## src/design/nga_pkg.sv

```systemverilog
`default_nettype none
// ----------------------------------------------------------------------------
// nga_pkg
// Shared sizes, operation and status codes, and the command and status
// structures that join the controller and the datapath of the graph table.
// ----------------------------------------------------------------------------
package nga_pkg;

    localparam int MAX_NODES = 16;
    localparam int IDX_W     = $clog2(MAX_NODES);
    localparam int CNT_W     = $clog2(MAX_NODES + 1);
    localparam int ROW_W     = MAX_NODES;

    localparam logic [2:0] OP_INSERT = 3'd0;
    localparam logic [2:0] OP_DELETE = 3'd1;
    localparam logic [2:0] OP_SET    = 3'd2;
    localparam logic [2:0] OP_CLEAR  = 3'd3;
    localparam logic [2:0] OP_QUERY  = 3'd4;

    localparam logic [1:0] ST_OK      = 2'd0;
    localparam logic [1:0] ST_PRESENT = 2'd1;
    localparam logic [1:0] ST_ABSENT  = 2'd2;
    localparam logic [1:0] ST_FULL    = 2'd3;

    typedef struct packed {
        logic             latch_in;
        logic             match;
        logic             decide;
        logic             sweep;
        logic [IDX_W-1:0] sweep_row;
        logic             load_out;
    } cmd_t;

    typedef struct packed {
        logic need_sweep;
        logic out_busy;
    } stat_t;

endpackage
`default_nettype wire

```

## src/design/nga_datapath.sv

```systemverilog
`default_nettype none
// ----------------------------------------------------------------------------
// nga_datapath
// Node name list, adjacency rows, node count, name match registers, result
// registers and the output register of the graph table.
// ----------------------------------------------------------------------------
module nga_datapath (
    input  wire logic          aclk,
    input  wire logic          aresetn,
    input  wire logic [15:0]   s_tdata,   // first_name, second_name
    input  wire logic [2:0]    s_tuser,   // operation
    input  wire nga_pkg::cmd_t cmd,
    output nga_pkg::stat_t     stat,
    output logic               m_tvalid,
    input  wire logic          m_tready,
    output logic [15:0]        m_tdata    // status, edge_present, first_index, node_count
);

    localparam int N  = nga_pkg::MAX_NODES;
    localparam int IW = nga_pkg::IDX_W;
    localparam int CW = nga_pkg::CNT_W;
    localparam int RW = nga_pkg::ROW_W;

    logic [2:0]    op_reg;
    logic [7:0]    a_reg;
    logic [7:0]    b_reg;
    logic [7:0]    names_reg [N];
    logic [RW-1:0] rows_reg  [N];
    logic [CW-1:0] live_reg;
    logic [CW-1:0] live_next;
    logic [N-1:0]  match_a_reg;
    logic [N-1:0]  match_b_reg;
    logic [IW-1:0] pos_reg;
    logic [IW-1:0] pos_next;
    logic [1:0]    res_status_reg;
    logic [1:0]    res_status_next;
    logic          res_edge_reg;
    logic          res_edge_next;
    logic [IW-1:0] res_idx_reg;
    logic [IW-1:0] res_idx_next;
    logic          out_valid_reg;
    logic [15:0]   out_data_reg;

    logic          s_found;
    logic [IW-1:0] s_idx;
    logic          d_found;
    logic [IW-1:0] d_idx;
    logic          sweep_c;
    logic          name_wr_en;
    logic          row_wr_en;
    logic [RW-1:0] row_wr_data;
    logic [RW-1:0] sel_row;
    logic [RW-1:0] dest_bit;
    logic [RW-1:0] low_mask;
    logic [RW-1:0] col_bit;
    logic [RW-1:0] swept [N];
    logic [N-1:0]  match_a;
    logic [N-1:0]  match_b;
    logic [63:0]   idx_wide;
    logic [63:0]   cnt_wide;

    always_comb begin
        for (int i = 0; i < N; i++) begin
            match_a[i] = (names_reg[i] == a_reg) && (CW'(i) < live_reg);
            match_b[i] = (names_reg[i] == b_reg) && (CW'(i) < live_reg);
        end
    end

    always_comb begin
        s_found = 1'b0;
        s_idx   = '0;
        d_found = 1'b0;
        d_idx   = '0;
        for (int i = N - 1; i >= 0; i--) begin
            if (match_a_reg[i]) begin
                s_found = 1'b1;
                s_idx   = IW'(i);
            end
            if (match_b_reg[i]) begin
                d_found = 1'b1;
                d_idx   = IW'(i);
            end
        end
    end

    assign sel_row  = rows_reg[s_idx];
    assign dest_bit = RW'(1) << d_idx;

    always_comb begin
        res_status_next = nga_pkg::ST_OK;
        res_edge_next   = 1'b0;
        res_idx_next    = '0;
        live_next       = live_reg;
        pos_next        = pos_reg;
        sweep_c         = 1'b0;
        name_wr_en      = 1'b0;
        row_wr_en       = 1'b0;
        row_wr_data     = sel_row;
        case (op_reg)
            nga_pkg::OP_INSERT: begin
                if (s_found) begin
                    res_status_next = nga_pkg::ST_PRESENT;
                    res_idx_next    = s_idx;
                end else if (live_reg >= CW'(N)) begin
                    res_status_next = nga_pkg::ST_FULL;
                end else begin
                    name_wr_en   = 1'b1;
                    res_idx_next = live_reg[IW-1:0];
                    live_next    = live_reg + CW'(1);
                    pos_next     = live_reg[IW-1:0];
                    sweep_c      = 1'b1;
                end
            end
            nga_pkg::OP_DELETE: begin
                if (!s_found) begin
                    res_status_next = nga_pkg::ST_ABSENT;
                end else begin
                    res_idx_next = s_idx;
                    live_next    = live_reg - CW'(1);
                    pos_next     = s_idx;
                    sweep_c      = 1'b1;
                end
            end
            nga_pkg::OP_SET, nga_pkg::OP_CLEAR, nga_pkg::OP_QUERY: begin
                if (!s_found || !d_found) begin
                    res_status_next = nga_pkg::ST_ABSENT;
                    res_idx_next    = s_found ? s_idx : '0;
                end else begin
                    res_idx_next = s_idx;
                    if (op_reg == nga_pkg::OP_SET) begin
                        row_wr_en   = 1'b1;
                        row_wr_data = sel_row | dest_bit;
                    end else if (op_reg == nga_pkg::OP_CLEAR) begin
                        row_wr_en   = 1'b1;
                        row_wr_data = sel_row & ~dest_bit;
                    end else begin
                        res_edge_next = |(sel_row & dest_bit);
                    end
                end
            end
            default: begin
                res_idx_next = s_found ? s_idx : '0;
            end
        endcase
    end

    assign low_mask = (RW'(1) << pos_reg) - RW'(1);
    assign col_bit  = RW'(1) << pos_reg;

    // Each row has its own update so that the sweep only reads fixed neighbors.
    for (genvar J = 0; J < N; J++) begin : g_row
        logic [RW-1:0] src;
        if (J < N - 1) begin : g_shift
            assign src = (IW'(J) >= pos_reg) ? rows_reg[J+1] : rows_reg[J];
        end else begin : g_top
            assign src = rows_reg[J];
        end
        always_comb begin
            if (op_reg == nga_pkg::OP_DELETE) begin
                if (CW'(J) >= live_reg) begin
                    swept[J] = '0;
                end else begin
                    swept[J] = (src & low_mask) | ((src >> 1) & ~low_mask);
                end
            end else begin
                if (IW'(J) == pos_reg) begin
                    swept[J] = '0;
                end else begin
                    swept[J] = rows_reg[J] & ~col_bit;
                end
            end
        end
    end

    always_ff @(posedge aclk) begin
        if (cmd.latch_in) begin
            op_reg <= s_tuser;
            a_reg  <= s_tdata[7:0];
            b_reg  <= s_tdata[15:8];
        end
        if (cmd.match) begin
            match_a_reg <= match_a;
            match_b_reg <= match_b;
        end
        if (cmd.decide) begin
            pos_reg        <= pos_next;
            res_status_reg <= res_status_next;
            res_edge_reg   <= res_edge_next;
            res_idx_reg    <= res_idx_next;
            if (name_wr_en) begin
                names_reg[live_reg[IW-1:0]] <= a_reg;
            end
        end
        if (cmd.sweep && (op_reg == nga_pkg::OP_DELETE)) begin
            for (int j = 0; j < N - 1; j++) begin
                if ((cmd.sweep_row == IW'(j)) && (IW'(j) >= pos_reg)) begin
                    names_reg[j] <= names_reg[j+1];
                end
            end
        end
    end

    always_ff @(posedge aclk) begin
        if (!aresetn) begin
            live_reg <= '0;
            for (int j = 0; j < N; j++) begin
                rows_reg[j] <= '0;
            end
        end else begin
            if (cmd.decide) begin
                live_reg <= live_next;
                if (row_wr_en) begin
                    rows_reg[s_idx] <= row_wr_data;
                end
            end
            if (cmd.sweep) begin
                for (int j = 0; j < N; j++) begin
                    if (cmd.sweep_row == IW'(j)) begin
                        rows_reg[j] <= swept[j];
                    end
                end
            end
        end
    end

    assign idx_wide = 64'(res_idx_reg);
    assign cnt_wide = 64'(live_reg);

    always_ff @(posedge aclk) begin
        if (!aresetn) begin
            out_valid_reg <= 1'b0;
        end else if (cmd.load_out) begin
            out_valid_reg <= 1'b1;
        end else if (m_tready) begin
            out_valid_reg <= 1'b0;
        end
    end

    always_ff @(posedge aclk) begin
        if (cmd.load_out) begin
            out_data_reg <= {4'b0000, cnt_wide[4:0], idx_wide[3:0], res_edge_reg,
                             res_status_reg};
        end
    end

    assign stat.need_sweep = sweep_c;
    assign stat.out_busy   = out_valid_reg && !m_tready;
    assign m_tvalid        = out_valid_reg;
    assign m_tdata         = out_data_reg;

endmodule
`default_nettype wire

```

## src/design/nga_ctrl.sv

```systemverilog
`default_nettype none
// ----------------------------------------------------------------------------
// nga_ctrl
// Sequencer of the graph table: takes a transaction, runs the name match,
// the decision, the row sweep when the node list changes, and hands the
// result to the output register.
// ----------------------------------------------------------------------------
module nga_ctrl (
    input  wire logic           aclk,
    input  wire logic           aresetn,
    input  wire logic           s_tvalid,
    output logic                s_tready,
    input  wire nga_pkg::stat_t stat,
    output nga_pkg::cmd_t       cmd
);

    localparam int IW = nga_pkg::IDX_W;

    localparam logic [2:0] S_IDLE  = 3'd0;
    localparam logic [2:0] S_CMP   = 3'd1;
    localparam logic [2:0] S_DEC   = 3'd2;
    localparam logic [2:0] S_SWEEP = 3'd3;
    localparam logic [2:0] S_DONE  = 3'd4;

    logic [2:0]    state_reg;
    logic [2:0]    state_next;
    logic [IW-1:0] cnt_reg;
    logic [IW-1:0] cnt_next;

    always_comb begin
        state_next    = state_reg;
        cnt_next      = cnt_reg;
        s_tready      = 1'b0;
        cmd.latch_in  = 1'b0;
        cmd.match     = 1'b0;
        cmd.decide    = 1'b0;
        cmd.sweep     = 1'b0;
        cmd.sweep_row = cnt_reg;
        cmd.load_out  = 1'b0;
        case (state_reg)
            S_IDLE: begin
                s_tready = 1'b1;
                if (s_tvalid) begin
                    cmd.latch_in = 1'b1;
                    state_next   = S_CMP;
                end
            end
            S_CMP: begin
                cmd.match  = 1'b1;
                state_next = S_DEC;
            end
            S_DEC: begin
                cmd.decide = 1'b1;
                cnt_next   = '0;
                state_next = stat.need_sweep ? S_SWEEP : S_DONE;
            end
            S_SWEEP: begin
                cmd.sweep = 1'b1;
                if (cnt_reg == IW'(nga_pkg::MAX_NODES - 1)) begin
                    state_next = S_DONE;
                end else begin
                    cnt_next = cnt_reg + IW'(1);
                end
            end
            S_DONE: begin
                if (!stat.out_busy) begin
                    cmd.load_out = 1'b1;
                    state_next   = S_IDLE;
                end
            end
            default: begin
                state_next = S_IDLE;
            end
        endcase
    end

    always_ff @(posedge aclk) begin
        if (!aresetn) begin
            state_reg <= S_IDLE;
            cnt_reg   <= '0;
        end else begin
            state_reg <= state_next;
            cnt_reg   <= cnt_next;
        end
    end

endmodule
`default_nettype wire

```

## src/design/named_graph_adjacency_table.sv

```systemverilog
`default_nettype none
// ----------------------------------------------------------------------------
// named_graph_adjacency_table
// Directed graph of named nodes with an adjacency bit matrix.
// ----------------------------------------------------------------------------
// One transaction is handled at a time. An edge operation, a failed node
// operation or an unknown code passes from acceptance to the result in the
// output register through capture, name match over all live entries,
// decision with the edge read or write, and result load. A successful insert
// or delete adds a sweep over all MAX_NODES rows (16), one adjacency row per
// cycle, that shifts rows and names down or clears the new row and column.
// The next transaction is accepted as soon as the result is loaded, even
// while it still waits on m_tready.
module named_graph_adjacency_table (
    input  wire logic        aclk,
    input  wire logic        aresetn,
    input  wire logic        s_tvalid,
    output logic             s_tready,
    input  wire logic [15:0] s_tdata,   // first_name [7:0], second_name [15:8]
    input  wire logic [2:0]  s_tuser,   // operation [2:0]
    output logic             m_tvalid,
    input  wire logic        m_tready,
    output logic [15:0]      m_tdata    // status [1:0], edge_present [2],
                                        // first_index [6:3], node_count [11:7]
);

    nga_pkg::cmd_t  cmd;
    nga_pkg::stat_t stat;

    nga_ctrl u_ctrl (
        .aclk     (aclk),
        .aresetn  (aresetn),
        .s_tvalid (s_tvalid),
        .s_tready (s_tready),
        .stat     (stat),
        .cmd      (cmd)
    );

    nga_datapath u_datapath (
        .aclk     (aclk),
        .aresetn  (aresetn),
        .s_tdata  (s_tdata),
        .s_tuser  (s_tuser),
        .cmd      (cmd),
        .stat     (stat),
        .m_tvalid (m_tvalid),
        .m_tready (m_tready),
        .m_tdata  (m_tdata)
    );

    a_busy_after_accept: assert property (@(posedge aclk) disable iff (!aresetn)
        (s_tvalid && s_tready) |=> !s_tready)
        else $error("input accepted again while a transaction is in progress");

    a_edge_only_ok: assert property (@(posedge aclk) disable iff (!aresetn)
        (m_tvalid && m_tdata[2]) |-> (m_tdata[1:0] == nga_pkg::ST_OK))
        else $error("edge reported with a failing status");

    a_full_count: assert property (@(posedge aclk) disable iff (!aresetn)
        (m_tvalid && (m_tdata[1:0] == nga_pkg::ST_FULL))
            |-> (m_tdata[11:7] == 5'(nga_pkg::MAX_NODES)))
        else $error("table full reported below capacity");

    a_no_result_while_idle_load: assert property (@(posedge aclk) disable iff (!aresetn)
        (s_tvalid && s_tready && !m_tvalid) |=> !m_tvalid)
        else $error("result appeared without a completed transaction");

endmodule
`default_nettype wire
```

## config.mk

```make
export PLATFORM = sky130hd
export DESIGN_NAME = named_graph_adjacency_table
export DESIGN_NICKNAME = d
export VERILOG_FILES = /design/src/design/nga_pkg.sv /design/src/design/nga_datapath.sv /design/src/design/nga_ctrl.sv /design/src/design/named_graph_adjacency_table.sv
export SDC_FILE = /design/constraint.sdc
export NUM_CORES = 2
export LEC_CHECK = 0
export ABC_AREA = 1
export BUFFER_PORTS_ARGS = -buffer_cell sky130_fd_sc_hd__buf_2
export CAP_MARGIN = 20
export CELL_PAD_IN_SITES_DETAIL_PLACEMENT = 1
export CELL_PAD_IN_SITES_GLOBAL_PLACEMENT = 2
export CORE_ASPECT_RATIO = 0.75
export CORE_MARGIN = 3
export CORE_UTILIZATION = 38
export CTS_CLUSTER_SIZE = 25
export DETAILED_ROUTE_END_ITERATION = 8
export PLACE_DENSITY_LB_ADDON = 0.1
export REMOVE_ABC_BUFFERS = 1
export SETUP_SLACK_MARGIN = 0.05
export SLEW_MARGIN = 20
export SYNTH_ARGS = -nofsm -noshare
export SYNTH_HDL_FRONTEND = slang
export SYNTH_HIERARCHICAL = 1
export SYNTH_SLANG_ARGS = --single-unit
```

## constraint.sdc

```tcl
create_clock -name aclk -period 6.1 [get_ports aclk]
set_clock_uncertainty 0.1 [all_clocks]
set_input_delay 1.83 -clock aclk [delete_from_list [all_inputs] [get_ports aclk]]
set_output_delay 1.83 -clock aclk [all_outputs]
set_load 0.01 [all_outputs]
```

== Yosys cells after proc, flatten, opt, wreduce, memory -nomap -nowiden ==
Memory sizes are Yosys's and may differ from the RTL's.
Index checks and enable logic that the tools add are counted.

* Bits in writable memories: 384
* Word-level logic and storage cells: 672
* Memories: 2
* Output and inout port bits: 18
* Bits of input ports: 23
* Register bits: 87

* Shifts and indexed selects: 2
* Bitwise operators: 87
* Multiplexer cells: 356
* Equal/unequal tests: 77
* Add/sub/neg operators: 4
* Magnitude comparators: 48
* Reductions and logical operators: 82

{| class="wikitable"
|+ Memories
! name !! depth !! width !! read ports !! clocked after memory_dff !! wr ports !! RTL line !! text
|-
| u_datapath.rows_reg || 16 || 16 || 17 || 0 || 16 || nga_datapath.sv:28 || <nowiki>logic [RW-1:0] rows_reg [N];</nowiki>
|-
| u_datapath.names_reg || 16 || 8 || 16 || 0 || 1 || nga_datapath.sv:27 || <nowiki>logic [7:0] names_reg [N];</nowiki>
|}

{| class="wikitable"
|+ Operators with widths
! operator !! number
|-
| $mux 16 || 84
|-
| $and 16x16->16 || 34
|-
| $or 16x16->16 || 17
|-
| $and 15x16->16 || 16
|-
| $eq 8x8->1 || 32
|-
| $mux 4 || 56
|-
| $mux 1 || 183
|-
| $mux 8 || 15
|-
| $reduce_or 8->1 || 15
|-
| $logic_and 1x1->1 || 49
|-
| $not 16->16 || 3
|-
| $ge 4x5->1 const A || 8
|-
| $lt 4x5->1 const A || 8
|-
| $eq 4x4->1 const A || 8
|-
| $eq 4x4->1 const B || 8
|-
| $reduce_or 16->1 || 2
|-
| $shl 1x4->16 const A || 2
|-
| $ge 4x4->1 const A || 7
|-
| $pmux 4 s2 || 3
|-
| $ge 3x5->1 const A || 4
|-
| $lt 3x5->1 const A || 4
|-
| $eq 3x4->1 const A || 4
|-
| $eq 4x3->1 const B || 4
|-
| $ge 3x4->1 const A || 4
|-
| other kinds (39) || 86
|}

== Logic depth before layout (Yosys ltp) ==
* Depth in word-level cells: 36
* Depth in mapped cells: 31

== Modules after synthesis ==
The synthesis kept the hierarchy.

{| class="wikitable"
|+ By module, submodules not included
! module !! cells an instance !! seq. area each (um^2) !! instances !! area an instance (um^2)
|-
| nga_datapath || 5118 || 13873.3 || 1 || 35516.6
|-
| nga_ctrl || 60 || 140.1 || 1 || 409.1
|}

== Least setup slack after synthesis ==
Ideal clock, no wire load.

* Kind: input -> register
* Start point: input aresetn
* End point: memory u_datapath/rows_reg[1][0] in the netlist's numbering (enable)
* Buffers on the path: 3
* Arrival: 4.491 ns
* Slack: 1.098 ns
* Setup time: 0.411 ns
* Cell stages on the path: 10
* Cells stage by stage: clkbuf_1 -> inv_1 -> clkbuf_1 -> nor2_1 -> inv_1 -> o21ai_1 -> a211oi_2 -> nand3_2 -> buf_4 -> o21ai_0

{| class="wikitable"
|+ RTL lines
! element !! RTL line !! text
|-
| start, declared || named_graph_adjacency_table.sv:16 || <nowiki>input wire logic aresetn,</nowiki>
|-
| end, declared || nga_datapath.sv:28 ||
|}

==> summary.txt <==
Global routing
  – First-pass GRT wire length: 293,000 µm
  – GR Util All Layers: 41.7%
  – GRT Residual Overflow: 0
  – Largest net degree at the start of global routing: 65
  – Initial antenna violation count: 10
  – Vias in the first global route: 38.1k

Synthesis
  – Synthesized area: 35,900 µm²
  – Number of synthesized flops with an enable pin: 458
  – Synth Area per Inst: 6.94 µm²
  – Area leader, netlist: edfxtp_1
  – Share of the synthesized area in the top cell type: 38.3%
  – Synth warn: 6
  – Area contributors post-synth: edfxtp_1, nand2_1, o21ai_0, nor2_1, inv_1
  – Post-Syn Instances: 5,178
  – Synth cell count leaders: nand2_1, edfxtp_1, o21ai_0
  – Count of different cell masters after synthesis: 65
  – Seq/Total Area, Yosys: 39.0%
  – Primary FF master, synth: edfxtp_1
  – Yosys reg bits: 471
  – Post-synth ARST share: 0%
  – Most common cell in the netlist: nand2_1

Layout
  – # fillers: 11.8k
  – Final instance area: 39,900 µm²
  – Final design utilization: 42.6%
  – Nets: 5,170
  – Area Growth Syn to Fin: 10.9%
  – Share of cells above drive strength 1: 7.75%
  – Max reg flops: 256

Floorplan
  – # rows: 97
  – Starting density of the core: 38.4%
  – Die ar.: 98,300 µm²
  – # IOs: 41
  – Chip height: 272 µm
  – Core ar.: 93,600 µm²
  – Chip Width: 361 µm

STA
  – Fin crit period: 5.13 ns
  – Max Transition Viols Final: 0
  – Fin crit share: 84.2%
  – Fmax: 0.195 GHz
  – Hold Fails Final Rpt: 0
  – Slew of the pin with the lowest slew margin: 1.23 ns
  – Worst hold-check slack: 0.317 ns
  – Setup violators final: 0
  – TNS Setup: 0 ns
  – RSZ-0062 raised after global routing: no
  – Slew HR: 17.6%

Route
  – Routed wire length: 210,000 µm
  – DRC Markers: 0
  – Routed len/inst: 32.7 µm
  – First DRT Iteration DRCs: 6,283
  – ANT nets after route: 0
  – Vias per cell: 6.32
  – Drt first pass iters: 8
  – Via Count: 40.7k

Critical path
  – Critical Path Fanout Max: 49
  – CP Launch Type: register
  – R2R depth: 27
  – Worst reg2reg path startpoint: u_datapath/match_a_reg[14]
  – Critical path data arrival time: 5.58 ns
  – Setup slack, reg-to-reg: 0.97 ns
  – CP endpoint kind: register
  – WS Path Type: register to register
  – R2r endpoint: u_datapath/rows_reg[12][3]
  – Worst Path Required: 6.54 ns

CTS
  – Clk buf depth: 3
  – Resize count post-CTS: 0
  – Clock transition at path regs: 0.07 ns
  – Sink Count: 471
  – CTS H-tree depth: 2
  – Number of CTS-inserted buffers: 57
  – Setup bufs post-CTS: 0
  – Root Driver: clkbuf_16
  – Skew-Pair Late Insertion Delay: 0.70 ns
  – CTS tree: done
  – Hold buffers post-CTS: 0

Placement
  – Port bufs: 36
  – GPL Wtd Cong: 1.00
  – DP HPWL: 150,000 µm
  – DP Area: 38,000 µm²

Power and ir drop
  – Switch share: 46.2%
  – PwrDens: 320 nW/µm²
  – Peak supply drop: 0.263 mV
  – Clk pwr share: 28.0%
  – Sequential Power Share: 32.2%
  – Gate power share: 39.8%
  – Leak: 0.0171 µW
  – Cell-internal power: 6860 µW
  – Psw: 5890 µW

Min path
  – End of the worst hold path: u_datapath/m_tdata[2]
  – Cell depth of the worst hold path: 0
  – Min-delay src: u_datapath/res_edge_reg
  – Hold crit path type: register to register

Job
  – Max-cap viol count: 0

Status
  – Status: complete, no violations
## power groups by stage
stage | logic [µW] | clock network [µW] | registers [µW]
global route | 5190 | 3720 | 4130
detailed placement | 4760 | 0 | 4160
CTS | 4790 | 3600 | 4100
finish | 5070 | 3570 | 4110
floorplan | 2160 | 0 | 4200
global placement | 4720 | 0 | 4160
## cell usage in the layout (no fill, tap or decap), drive strengths merged, types with 11 or more instances in the layout
cell type,instances
o22ai,47
a32o,59
clkbuf,66
xor2,108
o211ai,49
clkinv,38
o21bai,12
nor2,427
nand3,266
nand4,61
o32ai,15
dfxtp,13
o31ai,34
mux2,16
inv,429
edfxtp,458
nor3,44
buf,200
xnor2,74
o21ai,465
nor4,40
a221oi,11
a31oi,12
nand2,1955
a21oi,205
## stage by stage
stage / instances / power, µW / worst slack [ns]
floorplan: 4882 / 6360 / -1.82
global placement: 6317 / 8870 / 0.922
detailed placement: 6318 / 8930 / 0.833
CTS: 6423 / 12500 / 1.21
global route: 6424 / 13000 / 0.802
finish: 6428 / 12800 / 0.965
## worst max-delay path, stage by stage (launching register included)
cell	delay [ns]
edfxtp_1	0.39
inv_1	0.07
nand2_1	0.06
nand2_1	0.06
nand2_1	0.07
nand2_1	0.07
nand2_1	0.05
nand2_1	0.09
nand2_1	0.10
nand2_1	0.09
nand2_1	0.06
nand2_1	0.06
nand2_1	0.05
nand2_1	0.05
nand2_1	0.10
nand2_2	0.11
nand2_4	0.40
nand2_4	0.50
inv_2	0.07
nand4_1	0.08
nand2_1	0.11
nor4_4	0.23
buf_4	0.40
nand3_2	0.39
buf_4	0.32
nor2_2	0.66
nand2_1	0.12
nand2_1	0.12
## metal layers
| metal | part of all wire, % | vias up | GRT usage, % | wire [µm] |
|---|---|---|---|---|
| li1 | - | 17183 | - | - |
| met1 | 42 | 20088 | 59.9 | 89100 |
| met2 | 38 | 2858 | 56.0 | 80100 |
| met4 | 5.0 | 8 | 17.9 | 10400 |
| met5 | 0.037 | - | 0 | 77 |
| met3 | 15 | 519 | 14.3 | 30800 |
## cell families (layout without fill, tap and decap cells)
family          count (synthesis)  in the layout  share of synthesized area (%)
compound gates                939            939                           15.3
mux                            25             25                          0.752
xor+xnor                      182            182                           4.44
other cells                     1              8                         0.0104
flops                         471            471                           39.0
simple gates                 2817           2817                           32.0
buf+inv                       737            743                           8.20
fa+ha+maj                       6              6                          0.209
## worst max path at each step
stage | from | endpoint | cells after the start | slack, ns
6_report | u_datapath/match_a_reg[14] | u_datapath/rows_reg[12][3] | 27 | 0.97
3_3_place_gp | aresetn | u_datapath/rows_reg[15][15] | 11 | 0.92
5_1_grt | u_datapath/match_a_reg[14] | u_datapath/rows_reg[12][3] | 27 | 0.80
3_5_place_dp | aresetn | u_datapath/rows_reg[15][15] | 11 | 0.83
2_1_floorplan | u_datapath/match_a_reg[14] | u_datapath/rows_reg[1][0] | 23 | -1.82
4_1_cts | u_datapath/match_a_reg[14] | u_datapath/rows_reg[12][3] | 27 | 1.21
## final cells by class
type	count	area [µm²]	share of cell area, %
multi-input cells	3973	19300	48.4
flip-flops and latches	471	14000	35.2
inverters	438	1650	4.13
well taps	1237	1550	3.88
repair buffers	200	1490	3.74
clock buffers	66	1460	3.66
clock inverters	39	384	0.964
diodes	4	10.0	0.0251
No activity file was read; power rests on OpenSTA's default activity.
